**config.mk**
```make
export PLATFORM = sky130hd
export DESIGN_NAME = pwm_co2_ppm_decoder
export DESIGN_NICKNAME = d
export VERILOG_FILES = /design/src/hdl/pcd_pkg.sv /design/src/hdl/pcd_fifo.sv /design/src/hdl/pcd_front.sv /design/src/hdl/pcd_back.sv /design/src/hdl/pwm_co2_ppm_decoder.sv
export SDC_FILE = /design/constraint.sdc
export NUM_CORES = 1
export LEC_CHECK = 0
export BUFFER_PORTS_ARGS = -buffer_cell sky130_fd_sc_hd__buf_2
export CELL_PAD_IN_SITES_DETAIL_PLACEMENT = 1
export CELL_PAD_IN_SITES_GLOBAL_PLACEMENT = 1
export CORE_UTILIZATION = 45
export CTS_BUF_LIST = sky130_fd_sc_hd__clkbuf_8 sky130_fd_sc_hd__clkbuf_16
export CTS_CLUSTER_DIAMETER = 100
export DETAILED_ROUTE_END_ITERATION = 10
export PLACE_DENSITY = 0.78
export RECOVER_POWER = 25
export SLEW_MARGIN = 10
export SYNTH_ARGS = -nofsm -noshare
export SYNTH_HDL_FRONTEND = slang
export SYNTH_HIERARCHICAL = 1
export SYNTH_SLANG_ARGS = --single-unit
export TNS_END_PERCENT = 100
```
**constraint.sdc**
```tcl
create_clock -name clk -period 6.5 [get_ports clk]
set_clock_uncertainty 0.05 [all_clocks]
set_input_delay 0.975 -clock clk [delete_from_list [all_inputs] [get_ports clk]]
set_output_delay 0.975 -clock clk [all_outputs]
set_load 0.1 [all_outputs]
```
**src/hdl/pcd_pkg.sv**
```systemverilog
// ============================================================================
// pcd_pkg: shared types and constants of the CO2 PWM duty decoder
// Status codes, configuration indexes, reset values and arithmetic constants.
// ============================================================================
package pcd_pkg;

    localparam int COUNT_WIDTH_DEF = 12;

    localparam int TIMEOUT_W = 12;
    localparam int FS_W      = 14;
    localparam int TIME_W    = 12;
    localparam int CFG_IDX_W = 1;
    localparam int CFG_DATA_W = 14;

    localparam logic [TIMEOUT_W-1:0] TIMEOUT_RESET = 12'd2500;
    localparam logic [FS_W-1:0]      FS_RESET      = 14'd5000;

    // numerator = high - NUM_BIAS, divisor = high + low - DIV_BIAS
    localparam int NUM_BIAS = 2;
    localparam int DIV_BIAS = 4;

    // results strictly between SUB_LO and SUB_HI read as SUB_VAL
    localparam int SUB_LO  = 385;
    localparam int SUB_HI  = 399;
    localparam int SUB_VAL = 400;

    localparam int TIME_MAX = 4095;

    typedef enum logic [1:0] {
        STATUS_OK      = 2'd0,
        STATUS_TIMEOUT = 2'd1,
        STATUS_BAD     = 2'd2
    } status_t;

    typedef enum logic [CFG_IDX_W-1:0] {
        CFG_TIMEOUT    = 1'b0,
        CFG_FULL_SCALE = 1'b1
    } cfg_idx_t;

    // saturate a count to the reported time width
    function automatic logic [TIME_W-1:0] sat_time(input logic [31:0] v);
        logic [TIME_W-1:0] r;
        r = (v > 32'(TIME_MAX)) ? TIME_W'(TIME_MAX) : v[TIME_W-1:0];
        return r;
    endfunction

endpackage

```
**src/hdl/pcd_fifo.sv**
```systemverilog
// ============================================================================
// pcd_fifo: small job queue between tick front end and divider back end
// Register-based FIFO, combinational read of the head entry.
// ============================================================================
module pcd_fifo #(
    parameter int WIDTH = 25,
    parameter int DEPTH = 2
) (
    input  logic             clk,
    input  logic             rst_n,
    input  logic             push,
    input  logic [WIDTH-1:0] push_data,
    output logic             full,
    input  logic             pop,
    output logic             not_empty,
    output logic [WIDTH-1:0] head_data
);

    localparam int PTR_W = (DEPTH > 1) ? $clog2(DEPTH) : 1;
    localparam int CNT_W = $clog2(DEPTH + 1);

    logic [WIDTH-1:0] mem_reg [DEPTH];
    logic [PTR_W-1:0] wr_ptr_reg, wr_ptr_next;
    logic [PTR_W-1:0] rd_ptr_reg, rd_ptr_next;
    logic [CNT_W-1:0] cnt_reg, cnt_next;
    logic             do_push, do_pop;

    assign full      = (cnt_reg == CNT_W'(DEPTH));
    assign not_empty = (cnt_reg != '0);
    assign head_data = mem_reg[rd_ptr_reg];
    assign do_push   = push && !full;
    assign do_pop    = pop && not_empty;

    always_comb
    begin
        wr_ptr_next = wr_ptr_reg;
        rd_ptr_next = rd_ptr_reg;
        cnt_next    = cnt_reg;
        if (do_push)
        begin
            wr_ptr_next = (wr_ptr_reg == PTR_W'(DEPTH - 1)) ? '0 : wr_ptr_reg + 1'b1;
        end
        if (do_pop)
        begin
            rd_ptr_next = (rd_ptr_reg == PTR_W'(DEPTH - 1)) ? '0 : rd_ptr_reg + 1'b1;
        end
        if (do_push && !do_pop)
        begin
            cnt_next = cnt_reg + 1'b1;
        end
        else if (do_pop && !do_push)
        begin
            cnt_next = cnt_reg - 1'b1;
        end
    end

    always_ff @(posedge clk or negedge rst_n)
    begin
        if (!rst_n)
        begin
            wr_ptr_reg <= '0;
            rd_ptr_reg <= '0;
            cnt_reg    <= '0;
        end
        else
        begin
            wr_ptr_reg <= wr_ptr_next;
            rd_ptr_reg <= rd_ptr_next;
            cnt_reg    <= cnt_next;
        end
    end

    always_ff @(posedge clk)
    begin
        if (do_push)
        begin
            mem_reg[wr_ptr_reg] <= push_data;
        end
    end

endmodule

```
**src/hdl/pcd_front.sv**
```systemverilog
// ============================================================================
// pcd_front: tick-level pulse timer
// Tracks the PWM phase per tick, counts high and low time, emits a job at
// measurement end or timeout.
// ============================================================================
module pcd_front #(
    parameter int COUNT_WIDTH = pcd_pkg::COUNT_WIDTH_DEF
) (
    input  logic                          clk,
    input  logic                          rst_n,
    input  logic                          accept,
    input  logic                          start_req,
    input  logic                          level,
    input  logic [pcd_pkg::TIMEOUT_W-1:0] timeout_ticks,
    output logic                          job_push,
    output logic                          job_timeout,
    output logic [COUNT_WIDTH-1:0]        job_high,
    output logic [COUNT_WIDTH-1:0]        job_low
);

    typedef enum logic [4:0] {
        PH_IDLE       = 5'b00001,
        PH_AWAIT_LOW  = 5'b00010,
        PH_AWAIT_HIGH = 5'b00100,
        PH_TIME_HIGH  = 5'b01000,
        PH_TIME_LOW   = 5'b10000
    } phase_t;

    localparam logic [COUNT_WIDTH-1:0] CNT_MAX = '1;

    phase_t                 phase_reg, phase_next, eff_phase;
    logic [COUNT_WIDTH-1:0] elapsed_reg, elapsed_next, eff_elapsed;
    logic [COUNT_WIDTH-1:0] high_reg, high_next, eff_high;
    logic [COUNT_WIDTH-1:0] low_reg, low_next, eff_low;

    always_comb
    begin
        phase_next   = phase_reg;
        elapsed_next = elapsed_reg;
        high_next    = high_reg;
        low_next     = low_reg;
        job_push     = 1'b0;
        job_timeout  = 1'b0;
        eff_phase    = phase_reg;
        eff_elapsed  = elapsed_reg;
        eff_high     = high_reg;
        eff_low      = low_reg;
        if (start_req)
        begin
            eff_phase   = PH_AWAIT_LOW;
            eff_elapsed = '0;
            eff_high    = '0;
            eff_low     = '0;
        end
        job_high = eff_high;
        job_low  = eff_low;
        if (accept)
        begin
            phase_next   = eff_phase;
            elapsed_next = eff_elapsed;
            high_next    = eff_high;
            low_next     = eff_low;
            if (eff_phase == PH_IDLE)
            begin
                phase_next = PH_IDLE;
            end
            else if (32'(eff_elapsed) >= 32'(timeout_ticks))
            begin
                phase_next  = PH_IDLE;
                job_push    = 1'b1;
                job_timeout = 1'b1;
            end
            else
            begin
                elapsed_next = (eff_elapsed < CNT_MAX) ? eff_elapsed + 1'b1 : eff_elapsed;
                case (eff_phase)
                    PH_AWAIT_LOW:
                    begin
                        if (!level)
                        begin
                            phase_next = PH_AWAIT_HIGH;
                        end
                    end
                    PH_AWAIT_HIGH:
                    begin
                        if (level)
                        begin
                            high_next  = COUNT_WIDTH'(1);
                            phase_next = PH_TIME_HIGH;
                        end
                    end
                    PH_TIME_HIGH:
                    begin
                        if (level)
                        begin
                            high_next = (eff_high < CNT_MAX) ? eff_high + 1'b1 : eff_high;
                        end
                        else
                        begin
                            low_next   = COUNT_WIDTH'(1);
                            phase_next = PH_TIME_LOW;
                        end
                    end
                    PH_TIME_LOW:
                    begin
                        if (!level)
                        begin
                            low_next = (eff_low < CNT_MAX) ? eff_low + 1'b1 : eff_low;
                        end
                        else
                        begin
                            phase_next = PH_IDLE;
                            job_push   = 1'b1;
                        end
                    end
                    default:
                    begin
                        phase_next = PH_IDLE;
                    end
                endcase
            end
        end
    end

    always_ff @(posedge clk or negedge rst_n)
    begin
        if (!rst_n)
        begin
            phase_reg   <= PH_IDLE;
            elapsed_reg <= '0;
            high_reg    <= '0;
            low_reg     <= '0;
        end
        else
        begin
            phase_reg   <= phase_next;
            elapsed_reg <= elapsed_next;
            high_reg    <= high_next;
            low_reg     <= low_next;
        end
    end

endmodule

```
**src/hdl/pcd_back.sv**
```systemverilog
// ============================================================================
// pcd_back: ppm computation and output register
// One multiply, then a restoring divider retiring one quotient bit per cycle.
// ============================================================================
module pcd_back #(
    parameter int COUNT_WIDTH = pcd_pkg::COUNT_WIDTH_DEF
) (
    input  logic                           clk,
    input  logic                           rst_n,
    input  logic                           job_avail,
    input  logic                           job_timeout,
    input  logic [COUNT_WIDTH-1:0]         job_high,
    input  logic [COUNT_WIDTH-1:0]         job_low,
    output logic                           job_pop,
    input  logic [pcd_pkg::FS_W-1:0]       full_scale_ppm,
    output logic                           out_valid,
    input  logic                           out_stall,
    output pcd_pkg::status_t               status,
    output logic [pcd_pkg::FS_W-1:0]       ppm,
    output logic [pcd_pkg::TIME_W-1:0]     high_time,
    output logic [pcd_pkg::TIME_W-1:0]     low_time
);

    localparam int PW   = pcd_pkg::FS_W + COUNT_WIDTH;   // product / quotient
    localparam int DW   = COUNT_WIDTH + 1;               // divisor
    localparam int CNTW = $clog2(PW + 1);

    typedef enum logic [3:0] {
        B_IDLE = 4'b0001,
        B_MUL  = 4'b0010,
        B_DIV  = 4'b0100,
        B_DONE = 4'b1000
    } bstate_t;

    bstate_t                state_reg, state_next;
    logic                   tmo_reg, tmo_next;
    logic [COUNT_WIDTH-1:0] hi_reg, hi_next;
    logic [COUNT_WIDTH-1:0] lo_reg, lo_next;
    logic                   bad_reg, bad_next;
    logic [DW-1:0]          div_reg, div_next;
    logic [DW-1:0]          rem_reg, rem_next;
    logic [PW-1:0]          quot_reg, quot_next;
    logic [CNTW-1:0]        cnt_reg, cnt_next;

    logic                   out_valid_reg, out_valid_next;
    pcd_pkg::status_t       status_reg, status_next;
    logic [pcd_pkg::FS_W-1:0]   ppm_reg, ppm_next;
    logic [pcd_pkg::TIME_W-1:0] high_time_reg, high_time_next;
    logic [pcd_pkg::TIME_W-1:0] low_time_reg, low_time_next;

    logic [DW-1:0]          sum;
    logic [COUNT_WIDTH-1:0] num;
    logic [DW:0]            shifted;
    logic [PW-1:0]          q_adj;
    logic                   out_free;

    assign out_valid = out_valid_reg;
    assign status    = status_reg;
    assign ppm       = ppm_reg;
    assign high_time = high_time_reg;
    assign low_time  = low_time_reg;

    assign out_free = !out_valid_reg || !out_stall;
    assign sum      = DW'(hi_reg) + DW'(lo_reg);
    assign num      = (hi_reg > COUNT_WIDTH'(pcd_pkg::NUM_BIAS))
                      ? hi_reg - COUNT_WIDTH'(pcd_pkg::NUM_BIAS) : '0;
    assign shifted  = {rem_reg, quot_reg[PW-1]};

    always_comb
    begin
        q_adj = quot_reg;
        if (q_adj > PW'(pcd_pkg::SUB_LO) && q_adj < PW'(pcd_pkg::SUB_HI))
        begin
            q_adj = PW'(pcd_pkg::SUB_VAL);
        end
        if (q_adj > PW'(full_scale_ppm))
        begin
            q_adj = PW'(full_scale_ppm);
        end
    end

    always_comb
    begin
        state_next     = state_reg;
        tmo_next       = tmo_reg;
        hi_next        = hi_reg;
        lo_next        = lo_reg;
        bad_next       = bad_reg;
        div_next       = div_reg;
        rem_next       = rem_reg;
        quot_next      = quot_reg;
        cnt_next       = cnt_reg;
        job_pop        = 1'b0;
        out_valid_next = out_valid_reg && out_stall;
        status_next    = status_reg;
        ppm_next       = ppm_reg;
        high_time_next = high_time_reg;
        low_time_next  = low_time_reg;
        case (state_reg)
            B_IDLE:
            begin
                if (job_avail)
                begin
                    job_pop    = 1'b1;
                    tmo_next   = job_timeout;
                    hi_next    = job_high;
                    lo_next    = job_low;
                    state_next = B_MUL;
                end
            end
            B_MUL:
            begin
                bad_next  = (sum <= DW'(pcd_pkg::DIV_BIAS));
                div_next  = sum - DW'(pcd_pkg::DIV_BIAS);
                quot_next = PW'(full_scale_ppm) * PW'(num);
                rem_next  = '0;
                cnt_next  = '0;
                if (tmo_reg || (sum <= DW'(pcd_pkg::DIV_BIAS)))
                begin
                    state_next = B_DONE;
                end
                else
                begin
                    state_next = B_DIV;
                end
            end
            B_DIV:
            begin
                if (shifted >= {1'b0, div_reg})
                begin
                    rem_next  = DW'(shifted - {1'b0, div_reg});
                    quot_next = {quot_reg[PW-2:0], 1'b1};
                end
                else
                begin
                    rem_next  = shifted[DW-1:0];
                    quot_next = {quot_reg[PW-2:0], 1'b0};
                end
                cnt_next = cnt_reg + 1'b1;
                if (cnt_reg == CNTW'(PW - 1))
                begin
                    state_next = B_DONE;
                end
            end
            B_DONE:
            begin
                if (out_free)
                begin
                    out_valid_next = 1'b1;
                    if (tmo_reg)
                    begin
                        status_next    = pcd_pkg::STATUS_TIMEOUT;
                        ppm_next       = '0;
                        high_time_next = '0;
                        low_time_next  = '0;
                    end
                    else
                    begin
                        status_next    = bad_reg ? pcd_pkg::STATUS_BAD : pcd_pkg::STATUS_OK;
                        ppm_next       = bad_reg ? '0 : q_adj[pcd_pkg::FS_W-1:0];
                        high_time_next = pcd_pkg::sat_time(32'(hi_reg));
                        low_time_next  = pcd_pkg::sat_time(32'(lo_reg));
                    end
                    state_next = B_IDLE;
                end
            end
            default:
            begin
                state_next = B_IDLE;
            end
        endcase
    end

    always_ff @(posedge clk or negedge rst_n)
    begin
        if (!rst_n)
        begin
            state_reg     <= B_IDLE;
            out_valid_reg <= 1'b0;
            cnt_reg       <= '0;
        end
        else
        begin
            state_reg     <= state_next;
            out_valid_reg <= out_valid_next;
            cnt_reg       <= cnt_next;
        end
    end

    always_ff @(posedge clk)
    begin
        tmo_reg       <= tmo_next;
        hi_reg        <= hi_next;
        lo_reg        <= lo_next;
        bad_reg       <= bad_next;
        div_reg       <= div_next;
        rem_reg       <= rem_next;
        quot_reg      <= quot_next;
        status_reg    <= status_next;
        ppm_reg       <= ppm_next;
        high_time_reg <= high_time_next;
        low_time_reg  <= low_time_next;
    end

endmodule

```
**src/hdl/pwm_co2_ppm_decoder.sv**
```systemverilog
// ============================================================================
// pwm_co2_ppm_decoder: CO2 sensor PWM duty-cycle to ppm decoder
// Times one high pulse and the following low gap, then reports ppm.
// ============================================================================
// Usage:
//   Input channel (in_valid / in_stall): one request per millisecond tick,
//   carrying start_req and the sampled pin level. A request is taken at a
//   clock edge with in_valid high and in_stall low. in_stall rises only
//   while the two-entry job queue is full.
//   Output channel (out_valid / out_stall): one request per finished or
//   timed-out measurement: status, ppm, high_time, low_time.
//   Config channel (cfg_valid / cfg_ready): cfg_index 0 = timeout_ticks,
//   1 = full_scale_ppm. cfg_ready is always high; write only while idle.
//   Path: the tick that ends a measurement is queued, then the back end
//   takes it through the multiply state, the restoring divider at one
//   quotient bit per cycle (COUNT_WIDTH + 14 bits), then the output
//   register. Timeout and bad-period results skip the divider. Ticks are
//   taken every cycle while the queue has room; the divider works on one
//   job at a time and takes the next from the queue only once the last
//   result is registered.
//   Reset: idle, no result pending, registers at 2500 ticks and 5000 ppm.
//   A stalled result holds in the output register; the divider waits behind
//   it and ticks keep flowing until the queue fills.
// ============================================================================
module pwm_co2_ppm_decoder #(
    parameter int COUNT_WIDTH = pcd_pkg::COUNT_WIDTH_DEF
) (
    input  logic                            clk,
    input  logic                            rst_n,
    // tick input
    input  logic                            in_valid,
    output logic                            in_stall,
    input  logic                            start_req,
    input  logic                            level,
    // result output
    output logic                            out_valid,
    input  logic                            out_stall,
    output logic [1:0]                      status,
    output logic [pcd_pkg::FS_W-1:0]        ppm,
    output logic [pcd_pkg::TIME_W-1:0]      high_time,
    output logic [pcd_pkg::TIME_W-1:0]      low_time,
    // configuration writes
    input  logic                            cfg_valid,
    output logic                            cfg_ready,
    input  logic [pcd_pkg::CFG_IDX_W-1:0]   cfg_index,
    input  logic [pcd_pkg::CFG_DATA_W-1:0]  cfg_data
);

    // job = {timeout flag, high count, low count}
    localparam int JOB_W = 1 + 2 * COUNT_WIDTH;

    logic [pcd_pkg::TIMEOUT_W-1:0] timeout_reg;
    logic [pcd_pkg::FS_W-1:0]      full_scale_reg;

    logic                   accept;
    logic                   job_push, job_timeout;
    logic [COUNT_WIDTH-1:0] job_high, job_low;
    logic                   fifo_full, fifo_not_empty, fifo_pop;
    logic [JOB_W-1:0]       fifo_head;
    pcd_pkg::status_t       status_int;

    assign cfg_ready = 1'b1;
    assign in_stall  = fifo_full;
    assign accept    = in_valid && !in_stall;
    assign status    = status_int;

    // configuration registers
    always_ff @(posedge clk or negedge rst_n)
    begin
        if (!rst_n)
        begin
            timeout_reg    <= pcd_pkg::TIMEOUT_RESET;
            full_scale_reg <= pcd_pkg::FS_RESET;
        end
        else if (cfg_valid && cfg_ready)
        begin
            case (cfg_index)
                pcd_pkg::CFG_TIMEOUT:    timeout_reg    <= cfg_data[pcd_pkg::TIMEOUT_W-1:0];
                pcd_pkg::CFG_FULL_SCALE: full_scale_reg <= cfg_data[pcd_pkg::FS_W-1:0];
                default:                 timeout_reg    <= timeout_reg;
            endcase
        end
    end

    // front: per-tick phase tracking and pulse counting
    pcd_front #(
        .COUNT_WIDTH (COUNT_WIDTH)
    ) u_front (
        .clk           (clk),
        .rst_n         (rst_n),
        .accept        (accept),
        .start_req     (start_req),
        .level         (level),
        .timeout_ticks (timeout_reg),
        .job_push      (job_push),
        .job_timeout   (job_timeout),
        .job_high      (job_high),
        .job_low       (job_low)
    );

    // decouples the tick stream from the divider
    pcd_fifo #(
        .WIDTH (JOB_W),
        .DEPTH (2)
    ) u_fifo (
        .clk       (clk),
        .rst_n     (rst_n),
        .push      (job_push),
        .push_data ({job_timeout, job_high, job_low}),
        .full      (fifo_full),
        .pop       (fifo_pop),
        .not_empty (fifo_not_empty),
        .head_data (fifo_head)
    );

    // back: multiply, divide, substitute, clamp, register
    pcd_back #(
        .COUNT_WIDTH (COUNT_WIDTH)
    ) u_back (
        .clk            (clk),
        .rst_n          (rst_n),
        .job_avail      (fifo_not_empty),
        .job_timeout    (fifo_head[JOB_W-1]),
        .job_high       (fifo_head[2*COUNT_WIDTH-1:COUNT_WIDTH]),
        .job_low        (fifo_head[COUNT_WIDTH-1:0]),
        .job_pop        (fifo_pop),
        .full_scale_ppm (full_scale_reg),
        .out_valid      (out_valid),
        .out_stall      (out_stall),
        .status         (status_int),
        .ppm            (ppm),
        .high_time      (high_time),
        .low_time       (low_time)
    );

    // a job is only produced by an accepted tick, so the queue cannot overflow
    a_no_overflow: assert property (@(posedge clk) disable iff (!rst_n)
        job_push |-> (accept && !fifo_full))
        else $error("job pushed into full queue");

    // failed measurements never carry a concentration
    a_fail_zero_ppm: assert property (@(posedge clk) disable iff (!rst_n)
        (out_valid && status_int != pcd_pkg::STATUS_OK) |-> (ppm == '0))
        else $error("nonzero ppm on failed measurement");

    // ok results stay within the configured range
    a_ppm_clamped: assert property (@(posedge clk) disable iff (!rst_n)
        (out_valid && status_int == pcd_pkg::STATUS_OK) |-> (ppm <= full_scale_reg))
        else $error("ppm above full scale");

    // timeout results report zero times
    a_timeout_times: assert property (@(posedge clk) disable iff (!rst_n)
        (out_valid && status_int == pcd_pkg::STATUS_TIMEOUT)
            |-> (high_time == '0 && low_time == '0))
        else $error("timeout result with nonzero times");

endmodule

```
# Word level (Yosys, flattened, before mapping)
# Memory sizes are Yosys's and may differ from the RTL's. A register that Yosys moved wholly into a read port is not among the register bits.
# Cells that the tools add are included.
[totals] ff_bits=174 mem_bits_rw=50 input_bits=22 n_memories=1
[mem_list] memory="u_fifo.mem_reg" words=2 word_bits=25 read_ports=1 rd_ports_with_merged_regs=1 wr=1 line="pcd_fifo.sv:22" source="logic [WIDTH-1:0] mem_reg [DEPTH];"
[op_classes] add_sub_neg=12 mul=1 magnitude_cmp=10 n_eq_ne=14 n_mux=58 bitwise=1 reduce_logical=23
[op_table] operator="2-to-1 mux 12 bit" n=17
[op_table] operator="one-hot mux 26 bit (2 select lines)" n=1
[op_table] operator="one-hot mux 12 bit (2 select lines)" n=2
[op_table] operator="adder 12 x 1 -> 12 bit (second input constant)" n=3
[op_table] operator="< comparator 12 bit (second input constant)" n=3
[op_table] operator="2-to-1 mux 5 bit" n=7
[op_table] operator="> comparator 26 x 14 -> 1 bit" n=1
[op_table] operator="> comparator 26 x 9 -> 1 bit (second input constant)" n=1
[op_table] operator="< comparator 26 x 9 -> 1 bit (second input constant)" n=1
[op_table] operator="multiplier 14 x 12 -> 26 bit" n=1
[op_table] operator="2-to-1 mux 26 bit" n=1
[op_table] operator="one-hot mux 13 bit (2 select lines)" n=1
[op_table] operator="one-hot mux 5 bit (4 select lines)" n=1
[op_table] operator="2-to-1 mux 1 bit" n=17
[op_table] operator="2-to-1 mux 4 bit" n=4
[op_table] operator="one-hot mux 4 bit (4 select lines)" n=1
[op_table] operator="greater-or-equal comparator 14 x 13 -> 1 bit" n=1
[op_table] operator="2-to-1 mux 14 bit" n=1
[op_table] operator="adder 12 x 12 -> 13 bit" n=1
[op_table] operator="less-or-equal comparator 13 x 3 -> 1 bit (second input constant)" n=1
[op_table] operator="2-to-1 mux 13 bit" n=1
[op_table] operator="subtractor 13 bit" n=1
[op_table] operator="subtractor 13 x 3 -> 13 bit (second input constant)" n=1
[op_table] operator="greater-or-equal comparator 12 bit" n=1
[op_table] operator="other kinds (28)" n=49

# Depth between registers and ports, before layout
# Gate-level depths: netlist of run 1.
[depth] ltp_word=11 mapped_depth=28 mapped_depth_nobuf=26

# Hierarchy
# Netlist of run 1, hierarchy kept.
[by_module_without_submodules] module="pcd_back" instances=1 cells_each=1308 area_each_um2=12470.7
[by_module_without_submodules] module="pcd_front" instances=1 cells_each=410 area_each_um2=3404.5
[by_module_without_submodules] module="pcd_fifo" instances=1 cells_each=97 area_each_um2=2105.8
[by_module_without_submodules] module="pwm_co2_ppm_decoder" instances=1 cells_each=61 area_each_um2=1007.2

# Worst setup path before layout of run 1
# OpenSTA, ideal clock, no wires.
[synth_path] path_type="register -> register" startpoint="register u_back.hi_reg[4]" endpoint="register u_back.quot_reg[25] (data pin)" setup_ns=0.268 arrival_time_ns=6.572 required_ns=6.182 path_slack_ns=-0.389 path_stages_with_launch=27 n_path_buf=3 synth_period_minus_slack_ns=6.889 path_cell_list="edfxtp_1 or3_1 nor3_1 nor3b_1 nor4bb_1 buf_2 buf_2 buf_2 nor3_1 fa_1 inv_1 fa_1 inv_1 fa_1 fa_1 inv_1 fa_1 inv_1 ha_1 a21o_1 a21o_1 a21oi_1 o211ai_1 a311o_1 a21oi_1 xnor2_1 o21ai_0"
[synth_between] elab_chain_len=4 word_cells_on_any_way=5
[synth_rtl] element="start, declared" line="pcd_back.sv:37" source="logic [COUNT_WIDTH-1:0] hi_reg, hi_next;"
[synth_rtl] element="start signal, assigned" line="pcd_back.sv:193" source="hi_reg <= hi_next;"
[synth_rtl] element="subtractor 12 x 2 -> 12 bit / > comparator 12 x 2 -> 1 bit (equally long branches)" line="pcd_back.sv:66, pcd_back.sv:65"
[synth_rtl] element="2-to-1 mux 12 bit (*)" line="pcd_back.sv:66" source="? hi_reg - COUNT_WIDTH'(pcd_pkg::NUM_BIAS) : '0;"
[synth_rtl] element="multiplier 14 x 12 -> 26 bit (*)" line="pcd_back.sv:115" source="quot_next = PW'(full_scale_ppm) * PW'(num);"
[synth_rtl] element="one-hot mux 26 bit (2 select lines) (*)" line="pcd_back.sv:99" source="case (state_reg)"
[synth_rtl] element="named net u_back.quot_next[25]" line="pcd_back.sv:42" source="logic [PW-1:0] quot_reg, quot_next;"
[synth_rtl] element="end signal, assigned" line="pcd_back.sv:198" source="quot_reg <= quot_next;"
[synth_rtl] element="end, declared" line="pcd_back.sv:42"
# Mark *: on every way through the listed nets, which the timed path passes. The rest lies on a longest branch.
# A chain may end at the register's enable or synchronous reset.

# Worst setup path after layout of run 1
[layout_path] startpoint="register u_back.hi_reg[4]" endpoint="register u_back.quot_reg[24] (data pin)"
# Same word-level chain as after synthesis.

==> results by group, run 1 <==
Logic synthesis
  – Nets in the synthesized netlist: roughly 2,100
  – Synth async-reset ratio: 32.5%
  – Flip-flop and latch count after synthesis: 249
  – Number of enable flip-flop cells after synthesis: 168
  – Number of cells produced by synthesis: 1,876
  – Average size of a mapped cell: 10.1 µm²
  – Portion of the post-synthesis area used by sequential elements: between 30% and 40%
  – Synth warnings: 6
  – Leading register cell type out of synthesis: sky130_fd_sc_hd__edfxtp_1
  – Distinct cell type count of the synthesized netlist: 94
  – Netlist area before placement: 19,000 µm²

Layout
  – Number of diodes added for antenna fixing: 0
  – Layout fillers: 4,464
  – Share of cells above drive strength 1: between 10% and 20%
  – Net total in the final layout: around 2,300
  – Core utilization of the finished layout: 53.8%
  – Synthesis-to-layout area growth: 16.8%
  – Number of flip-flops under the largest register name: 50

STA
  – Period utilization: 106%
  – Setup violation total in the final timing report: 10
  – Pin slew with the least headroom to its limit: about 4000 ps
  – Setup repair after global routing missed its margin: true
  – Number of max-slew violations in the final report: between 60 and 70
  – Number of hold violations in the final report: 0
  – Post-layout worst setup margin: -382 ps
  – Post-layout min period: between 6000 and 7000 ps
  – Remaining max-slew budget at the tightest pin: -166%
  – Peak Freq: 0.145 GHz

Setup path
  – CP Data Required Time: 6770 ps
  – Category of cells accounting for the largest share of critical-path delay: adder cells
  – Arrival time worst endpoint: 7150 ps
  – CP peak stage delay: 570 ps
  – Worst setup EP type: flip-flop
  – CP startpoint kind: flip-flop
  – Worst path buffer plus inverter count: 8
  – CP Class: reg2reg
  – Most frequent cell on the critical path: sky130_fd_sc_hd__fa_1
  – Crit path max-delay cell type: sky130_fd_sc_hd__fa_1
  – Worst-path maximum fanout: 6

Die
  – Die width: 207 µm
  – Starting density of the core: 46.1%
  – Die height: 207 µm
  – Count of standard-cell rows: 74
  – Floorplan Core Area: 41,200 µm²
  – I/O pin count: 65
  – DIE AREA: roughly 43,000 µm²

Detailed routing
  – Final routed DRC violation total: 0
  – Average wire per cell in the routed design: 22.0 µm
  – Vias per cell: roughly 5.8
  – Antenna Violating Nets Remaining: 0
  – Violation count after the first detailed-routing iteration: 872
  – Count of vias placed by the detailed router: 14,900
  – First-pass iteration count of the detailed router: 5
  – Final Routed Wirelength: 56,700 µm

Run status
  – Violated checks: max-capacitance violations, max-slew violations, negative setup slack
  – Status: complete, but fails checks

Clock network
  – CTS HTree Levels: 1
  – Cts bufs inserted: 29
  – TritonCTS Sinks: 249
  – Skew-Pair Late Insertion Delay: roughly 580 ps
  – TritonCTS clock tree: built
  – Worst-path clk slew: 60 ps
  – Number of buffers inserted by hold repair at cts: 0
  – Deepest clock path buffer count: 3
  – Clock Tree Root: sky130_fd_sc_hd__clkbuf_16

Global routing
  – Number of antenna violations at the first check in global routing: 2
  – Remaining global-route overflow: 0
  – Wire length of the first global-routing pass: 85,700 µm
  – Global Route Usage Sum: between 20% and 30%
  – Largest net degree at the start of global routing: 67
  – Number of global-route vias before repair: about 16,000

Place
  – Half-perimeter wire length after detailed placement: 40,700 µm
  – Minimum setup slack after placement: -349 ps
  – PortBufs: 63
  – RD Place Congestion: 0.917

Run
  – Maximum Capacitance Violations: 1

Min path
  – Type of the tightest min-delay check: reg2reg
## cell families (layout without fill, tap and decap cells)
group / count (synthesis) / after routing / synth area share (%)
AO/OA/AOI/OAI: 278 / 278 / 10.1
XOR/XNOR: 74 / 74 / 3.41
adder cells (fa/ha/maj): 245 / 245 / 21.0
buffers and inverters: 314 / 485 / 6.73
flip-flops: 249 / 249 / 37.3
multiplexers: 74 / 74 / 4.61
other: 1 / 1 / 0.0197
AND/OR/NAND/NOR: 641 / 641 / 16.8
## synthesized netlist by cell type (25+ instances only)
| cell type | number | share of area (%) |
|---|---|---|
| sky130_fd_sc_hd__a21oi_1 | 68 | 1.8 |
| sky130_fd_sc_hd__fa_1 | 122 | 13 |
| sky130_fd_sc_hd__nor2b_1 | 59 | 1.9 |
| sky130_fd_sc_hd__nor2_1 | 101 | 2.0 |
| sky130_fd_sc_hd__inv_1 | 228 | 4.5 |
| sky130_fd_sc_hd__clkbuf_1 | 53 | 1.0 |
| sky130_fd_sc_hd__dfrtp_1 | 69 | 9.1 |
| sky130_fd_sc_hd__ha_1 | 123 | 8.1 |
| sky130_fd_sc_hd__a21o_1 | 25 | 0.99 |
| sky130_fd_sc_hd__edfxtp_1 | 168 | 27 |
| sky130_fd_sc_hd__o21ai_0 | 58 | 1.5 |
| sky130_fd_sc_hd__xnor2_1 | 37 | 1.7 |
| sky130_fd_sc_hd__nand3_1 | 31 | 0.82 |
| sky130_fd_sc_hd__xor2_1 | 37 | 1.7 |
| sky130_fd_sc_hd__nor3_1 | 73 | 1.9 |
| sky130_fd_sc_hd__nand2_1 | 237 | 4.7 |
## worst reg2reg max path, cell delays in order (launching register included)
cell	delay, ps
sky130_fd_sc_hd__edfxtp_1	420
sky130_fd_sc_hd__buf_4	160
sky130_fd_sc_hd__buf_4	150
sky130_fd_sc_hd__nor2_1	150
sky130_fd_sc_hd__nand2_1	120
sky130_fd_sc_hd__or3_1	380
sky130_fd_sc_hd__xor2_1	410
sky130_fd_sc_hd__buf_4	270
sky130_fd_sc_hd__nor3_2	70
sky130_fd_sc_hd__fa_1	570
sky130_fd_sc_hd__inv_2	50
sky130_fd_sc_hd__fa_1	530
sky130_fd_sc_hd__inv_1	60
sky130_fd_sc_hd__fa_1	460
sky130_fd_sc_hd__fa_1	570
sky130_fd_sc_hd__inv_2	40
sky130_fd_sc_hd__fa_1	490
sky130_fd_sc_hd__inv_2	50
sky130_fd_sc_hd__ha_4	240
sky130_fd_sc_hd__buf_4	140
sky130_fd_sc_hd__and3_4	170
sky130_fd_sc_hd__and3_4	200
sky130_fd_sc_hd__nand3_4	110
sky130_fd_sc_hd__a31oi_4	110
sky130_fd_sc_hd__a311oi_2	310
sky130_fd_sc_hd__xor2_1	240
sky130_fd_sc_hd__o21ai_1	110
## final cells by class
cell class | instances | area, µm² | area share [%]
clock buffers | 36 | 822 | 3.71
repair buffers | 201 | 1450 | 6.56
well taps | 532 | 666 | 3.00
multi-input cells | 1313 | 11100 | 50.1
flip-flops and latches | 249 | 7090 | 32.0
inverters | 230 | 863 | 3.89
clock inverters | 18 | 181 | 0.818
## worst paths after layout
check / end / from / cells after the start / slack, ps
worst max-delay path: u_back/quot_reg[24] / u_back/hi_reg[4] / 26 / -380
worst min-delay path: timeout_reg[5] / timeout_reg[5] / 1 / 440
worst max register to register: u_back/quot_reg[24] / u_back/hi_reg[4] / 26 / -380
worst min register to register: timeout_reg[5] / timeout_reg[5] / 1 / 440
max in group asynchronous: u_back/cnt_reg[4] / rst_n / 2 / 1670
min in group asynchronous: timeout_reg[9] / rst_n / 1 / 450
## per-layer routing
layer / track usage (%) / vias to the layer above / wire [µm]
li1: - / 6709 / -
met1: 31.8 / 7517 / 23700
met2: 44.3 / 465 / 28200
met3: 3.46 / 170 / 2550
met4: 7.28 / 4 / 2260
met5: 0 / - / 51
## placed cells by master, fill, tap and decap left out, types with 25 or more instances in the layout
cell                          n
sky130_fd_sc_hd__fa_1       119
sky130_fd_sc_hd__clkbuf_16   29
sky130_fd_sc_hd__xor2_1      36
sky130_fd_sc_hd__buf_2       59
sky130_fd_sc_hd__edfxtp_1   168
sky130_fd_sc_hd__mux2_1      36
sky130_fd_sc_hd__nand3_1     29
sky130_fd_sc_hd__dfrtp_1     69
sky130_fd_sc_hd__nor3_1      62
sky130_fd_sc_hd__nand2_1    227
sky130_fd_sc_hd__nor2b_1     58
sky130_fd_sc_hd__ha_1       110
sky130_fd_sc_hd__xnor2_1     34
sky130_fd_sc_hd__o21ai_0     51
sky130_fd_sc_hd__a21oi_1     54
sky130_fd_sc_hd__nor2_1      93
sky130_fd_sc_hd__a21o_1      25
sky130_fd_sc_hd__inv_1      223
sky130_fd_sc_hd__buf_4      120
## metrics by stage
| stage | hold slack [ps] | setup TNS [ps] | cell area, µm² | std cells |
|---|---|---|---|---|
| 6_report | 437 | -2130 | 22200 | 2579 |
| 5_1_grt | 461 | -3910 | 22200 | 2579 |
| 4_1_cts | 185 | -436 | 21800 | 2559 |
| 3_5_place_dp | 427 | -2080 | 20400 | 2491 |
| 3_3_place_gp | 420 | -406 | 20400 | 2491 |
| 2_1_floorplan | 374 | 0 | 19000 | 1876 |
## what timing repair did
item                       in CTS  in global routing
cloned                          3                  0
setup endpoints to repair      10                 13
pin swaps                      35                 29
buffers inserted               11                 21
resized for setup              52                 69
Power of run 1 is not shown: default switching activity piles up to over one toggle a cycle in this logic, so the estimate is an artifact.
==> inputs of run 2 (changes only) <==
--- a/config.mk
+++ b/config.mk
@@ -8,6 +8,7 @@
 export BUFFER_PORTS_ARGS = -buffer_cell sky130_fd_sc_hd__buf_2
 export CELL_PAD_IN_SITES_DETAIL_PLACEMENT = 1
 export CELL_PAD_IN_SITES_GLOBAL_PLACEMENT = 1
+export CORE_MARGIN = 2
 export CORE_UTILIZATION = 45
 export CTS_BUF_LIST = sky130_fd_sc_hd__clkbuf_8 sky130_fd_sc_hd__clkbuf_16
 export CTS_CLUSTER_DIAMETER = 100
@@ -19,4 +20,4 @@
 export SYNTH_HDL_FRONTEND = slang
 export SYNTH_HIERARCHICAL = 1
 export SYNTH_SLANG_ARGS = --single-unit
-export TNS_END_PERCENT = 100
+export TNS_END_PERCENT = 50
==> results by group, run 2 (synthesized netlist as in run 1, its figures left out) <==
STA
  – Pin slew with the least headroom to its limit: 3570 ps (-429 ps)
  – Worst hold-check slack: 446 ps (+8.35 ps)
  – Period utilization: 108% (+1.9 points)
  – Number of hold violations in the final report: 0 (unchanged)
  – Setup violation total in the final timing report: 12 (+2)
  – Post-layout worst setup margin: -507 ps (-124 ps)
  – Post-layout min period: 7010 ps (+124 ps)
  – Peak Freq: 0.143 GHz (-1.8%)
  – Number of max-slew violations in the final report: 86 (+28%)
  – Setup repair after global routing missed its margin: true
  – Remaining max-slew budget at the tightest pin: -138% (+29 points)

Layout
  – Share of cells above drive strength 1: 20.6% (+1.2 points)
  – Layout fillers: 4,552 (+2.0%)
  – Cell Count, Final, Fillers Out: 2,581 (+0.078%)
  – Multi-input gate area: 11,300 µm² (+1.5%)
  – Top library cells by usage in the layout, fill and taps aside: 221 x sky130_fd_sc_hd__inv_1, 219 x sky130_fd_sc_hd__nand2_1, 168 x sky130_fd_sc_hd__edfxtp_1
  – Number of diodes added for antenna fixing: 0 (unchanged)
  – Flip-flop and latch area: 7090 µm² (unchanged)
  – Number of flip-flops under the largest register name: 50 (unchanged)
  – Net total in the final layout: 2,287 (-0.17%)
  – Synthesis-to-layout area growth: 17.7%
  – Most common library cell in the layout ignoring fill and taps: sky130_fd_sc_hd__inv_1

Setup path
  – Arrival time worst endpoint: 7260 ps (+110 ps)
  – Worst setup EP type: flip-flop
  – Worst reg2reg startpoint: u_back/hi_reg[5]
  – RR Endpoint: u_back/quot_reg[25]
  – Worst path buffer plus inverter count: 6 (-2)
  – Worst-path maximum fanout: 6 (unchanged)
  – CP startpoint kind: flip-flop
  – Worst-case reg-to-reg path depth: 25 (-3.8%)
  – CP peak stage delay: 580 ps (about the same)
  – CP Class: reg2reg
  – CP Data Required Time: 6760 ps (about the same)
  – Crit path max-delay cell type: sky130_fd_sc_hd__fa_1
  – Category of cells accounting for the largest share of critical-path delay: adder cells
  – Setup slack of the worst register-to-register path: -510 ps (-120 ps)
  – Most frequent cell on the critical path: sky130_fd_sc_hd__fa_1

Global routing
  – Number of antenna violations at the first check in global routing: 0 (-2)
  – Remaining global-route overflow: 0 (unchanged)
  – Number of global-route vias before repair: 16,200 (+2.2%)
  – Global Route Usage Sum: 26.0% (+1.0 points)
  – Largest net degree at the start of global routing: 59 (-12%)
  – Wire length of the first global-routing pass: 89,600 µm (+4.6%)

Clock network
  – Worst-path clk slew: 80 ps (+20 ps)
  – Clock Tree Root: sky130_fd_sc_hd__clkbuf_16
  – Cts bufs inserted: 28 (-3.4%)
  – Number of buffers inserted by hold repair at cts: 0 (unchanged)
  – CTS HTree Levels: 1 (unchanged)
  – TritonCTS clock tree: built
  – Skew-Pair Late Insertion Delay: 590 ps (about the same)
  – TritonCTS Sinks: 249 (unchanged)
  – Deepest clock path buffer count: 3 (unchanged)

Detailed routing
  – First-pass iteration count of the detailed router: 5 (unchanged)
  – Final routed DRC violation total: 0 (unchanged)
  – Count of vias placed by the detailed router: 15,100 (+1.8%)
  – Average wire per cell in the routed design: 23.6 µm (+7.2%)
  – Antenna Violating Nets Remaining: 0 (unchanged)
  – Violation count after the first detailed-routing iteration: 1,030 (+18%)
  – Vias per cell: 5.86 (+1.7%)
  – Final Routed Wirelength: 60,900 µm (+7.3%)

Min path
  – Min-Delay Path Depth: 1 (unchanged)
  – Hold-critical path endpoint: timeout_reg[3]
  – Hold path start: timeout_reg[3]
  – Type of the tightest min-delay check: reg2reg

Place
  – Cells after DPL: 2,483 (-0.32%)
  – Half-perimeter wire length after detailed placement: 40,500 µm (-0.39%)
  – RD Place Congestion: 0.916 (-0.12%)
  – PortBufs: 63 (unchanged)

Run
  – Maximum Capacitance Violations: 2 (+1)

Die
  – Floorplan Core Area: 41,800 µm² (+1.4%)
  – Count of standard-cell rows: 75 (+1.4%)
  – I/O pin count: 65 (unchanged)
  – DIE AREA: 43,900 µm² (+1.9%)
  – Die width: 209 µm (+0.96%)
  – Starting density of the core: 45.5% (-0.61 points)
  – Die height: 209 µm (+0.96%)

Run status
  – Status: complete, but fails checks
  – Violated checks: max-capacitance violations, max-slew violations, negative setup slack
==> run 2: what timing repair did <==
action	CTS	global route
cloned	1	2
gates resized for setup	90	62
pin swaps	79	77
buffers inserted	28	22
endpoints found under the setup margin	10	14
==> run 2: worst max path at each step <==
| stage | depth (start not counted) | to | from | slack (ps) |
|---|---|---|---|---|
| floorplan | 26 | u_back/quot_reg[23] | u_back/hi_reg[5] | 6 |
| global placement | 24 | u_back/quot_reg[24] | u_back/hi_reg[5] | -110 |
| detailed placement | 24 | u_back/quot_reg[23] | u_back/hi_reg[5] | -420 |
| CTS | 26 | u_back/quot_reg[25] | u_back/hi_reg[4] | -250 |
| global route | 26 | u_back/quot_reg[25] | u_back/hi_reg[3] | -670 |
| finish | 25 | u_back/quot_reg[25] | u_back/hi_reg[5] | -510 |
==> run 2: area by class of cell <==
class                   instances  share of cell area [%]
clock buffers                  33                    3.44
inverters                     230                    3.86
repair buffers                196                    6.41
multi-input cells            1315                    50.4
clock inverters                19                    1.14
flip-flops and latches        249                    31.7
well taps                     539                    3.02
==> run 2: layer usage <==
layer | share of wire, % | track usage [%] | vias to the layer above
met5 | 0 | 0 | -
met4 | 4.2 | 8.77 | 0
met3 | 5.9 | 4.26 | 176
met2 | 50 | 46.1 | 604
met1 | 40 | 32.3 | 7667
li1 | - | - | 6680
==> run 2: metrics by stage <==
stage / cell area, µm² / utilization, % / setup slack (ps) / setup TNS, ps
6_report: 22300 / 53.5 / -507 / -4130
5_1_grt: 22300 / 53.5 / -674 / -6660
4_1_cts: 22000 / 52.8 / -248 / -890
3_5_place_dp: 20300 / 48.7 / -423 / -2480
3_3_place_gp: 20300 / 48.7 / -112 / -210
2_1_floorplan: 19000 / - / 5.68 / 0
==> run 2: worst register-to-register path, cell delays in order (launching register included) <==
cell and delay, ps:
sky130_fd_sc_hd__edfxtp_1 440, sky130_fd_sc_hd__or3_4 430, sky130_fd_sc_hd__nor3_4 150, sky130_fd_sc_hd__nor3b_4 270, sky130_fd_sc_hd__nor4bb_4 260, sky130_fd_sc_hd__buf_6 180
sky130_fd_sc_hd__buf_12 130, sky130_fd_sc_hd__buf_8 120, sky130_fd_sc_hd__buf_4 120, sky130_fd_sc_hd__nor3_1 80, sky130_fd_sc_hd__fa_2 520, sky130_fd_sc_hd__fa_1 580
sky130_fd_sc_hd__fa_2 470, sky130_fd_sc_hd__fa_1 540, sky130_fd_sc_hd__inv_1 80, sky130_fd_sc_hd__fa_1 560, sky130_fd_sc_hd__inv_1 80, sky130_fd_sc_hd__ha_4 260
sky130_fd_sc_hd__a21oi_2 140, sky130_fd_sc_hd__o21ai_2 90, sky130_fd_sc_hd__a41oi_4 220, sky130_fd_sc_hd__o211ai_1 190, sky130_fd_sc_hd__a311o_1 330, sky130_fd_sc_hd__a21oi_2 230
sky130_fd_sc_hd__xnor2_2 140, sky130_fd_sc_hd__o21ai_1 70
Power of run 2 is left out for the same reason.
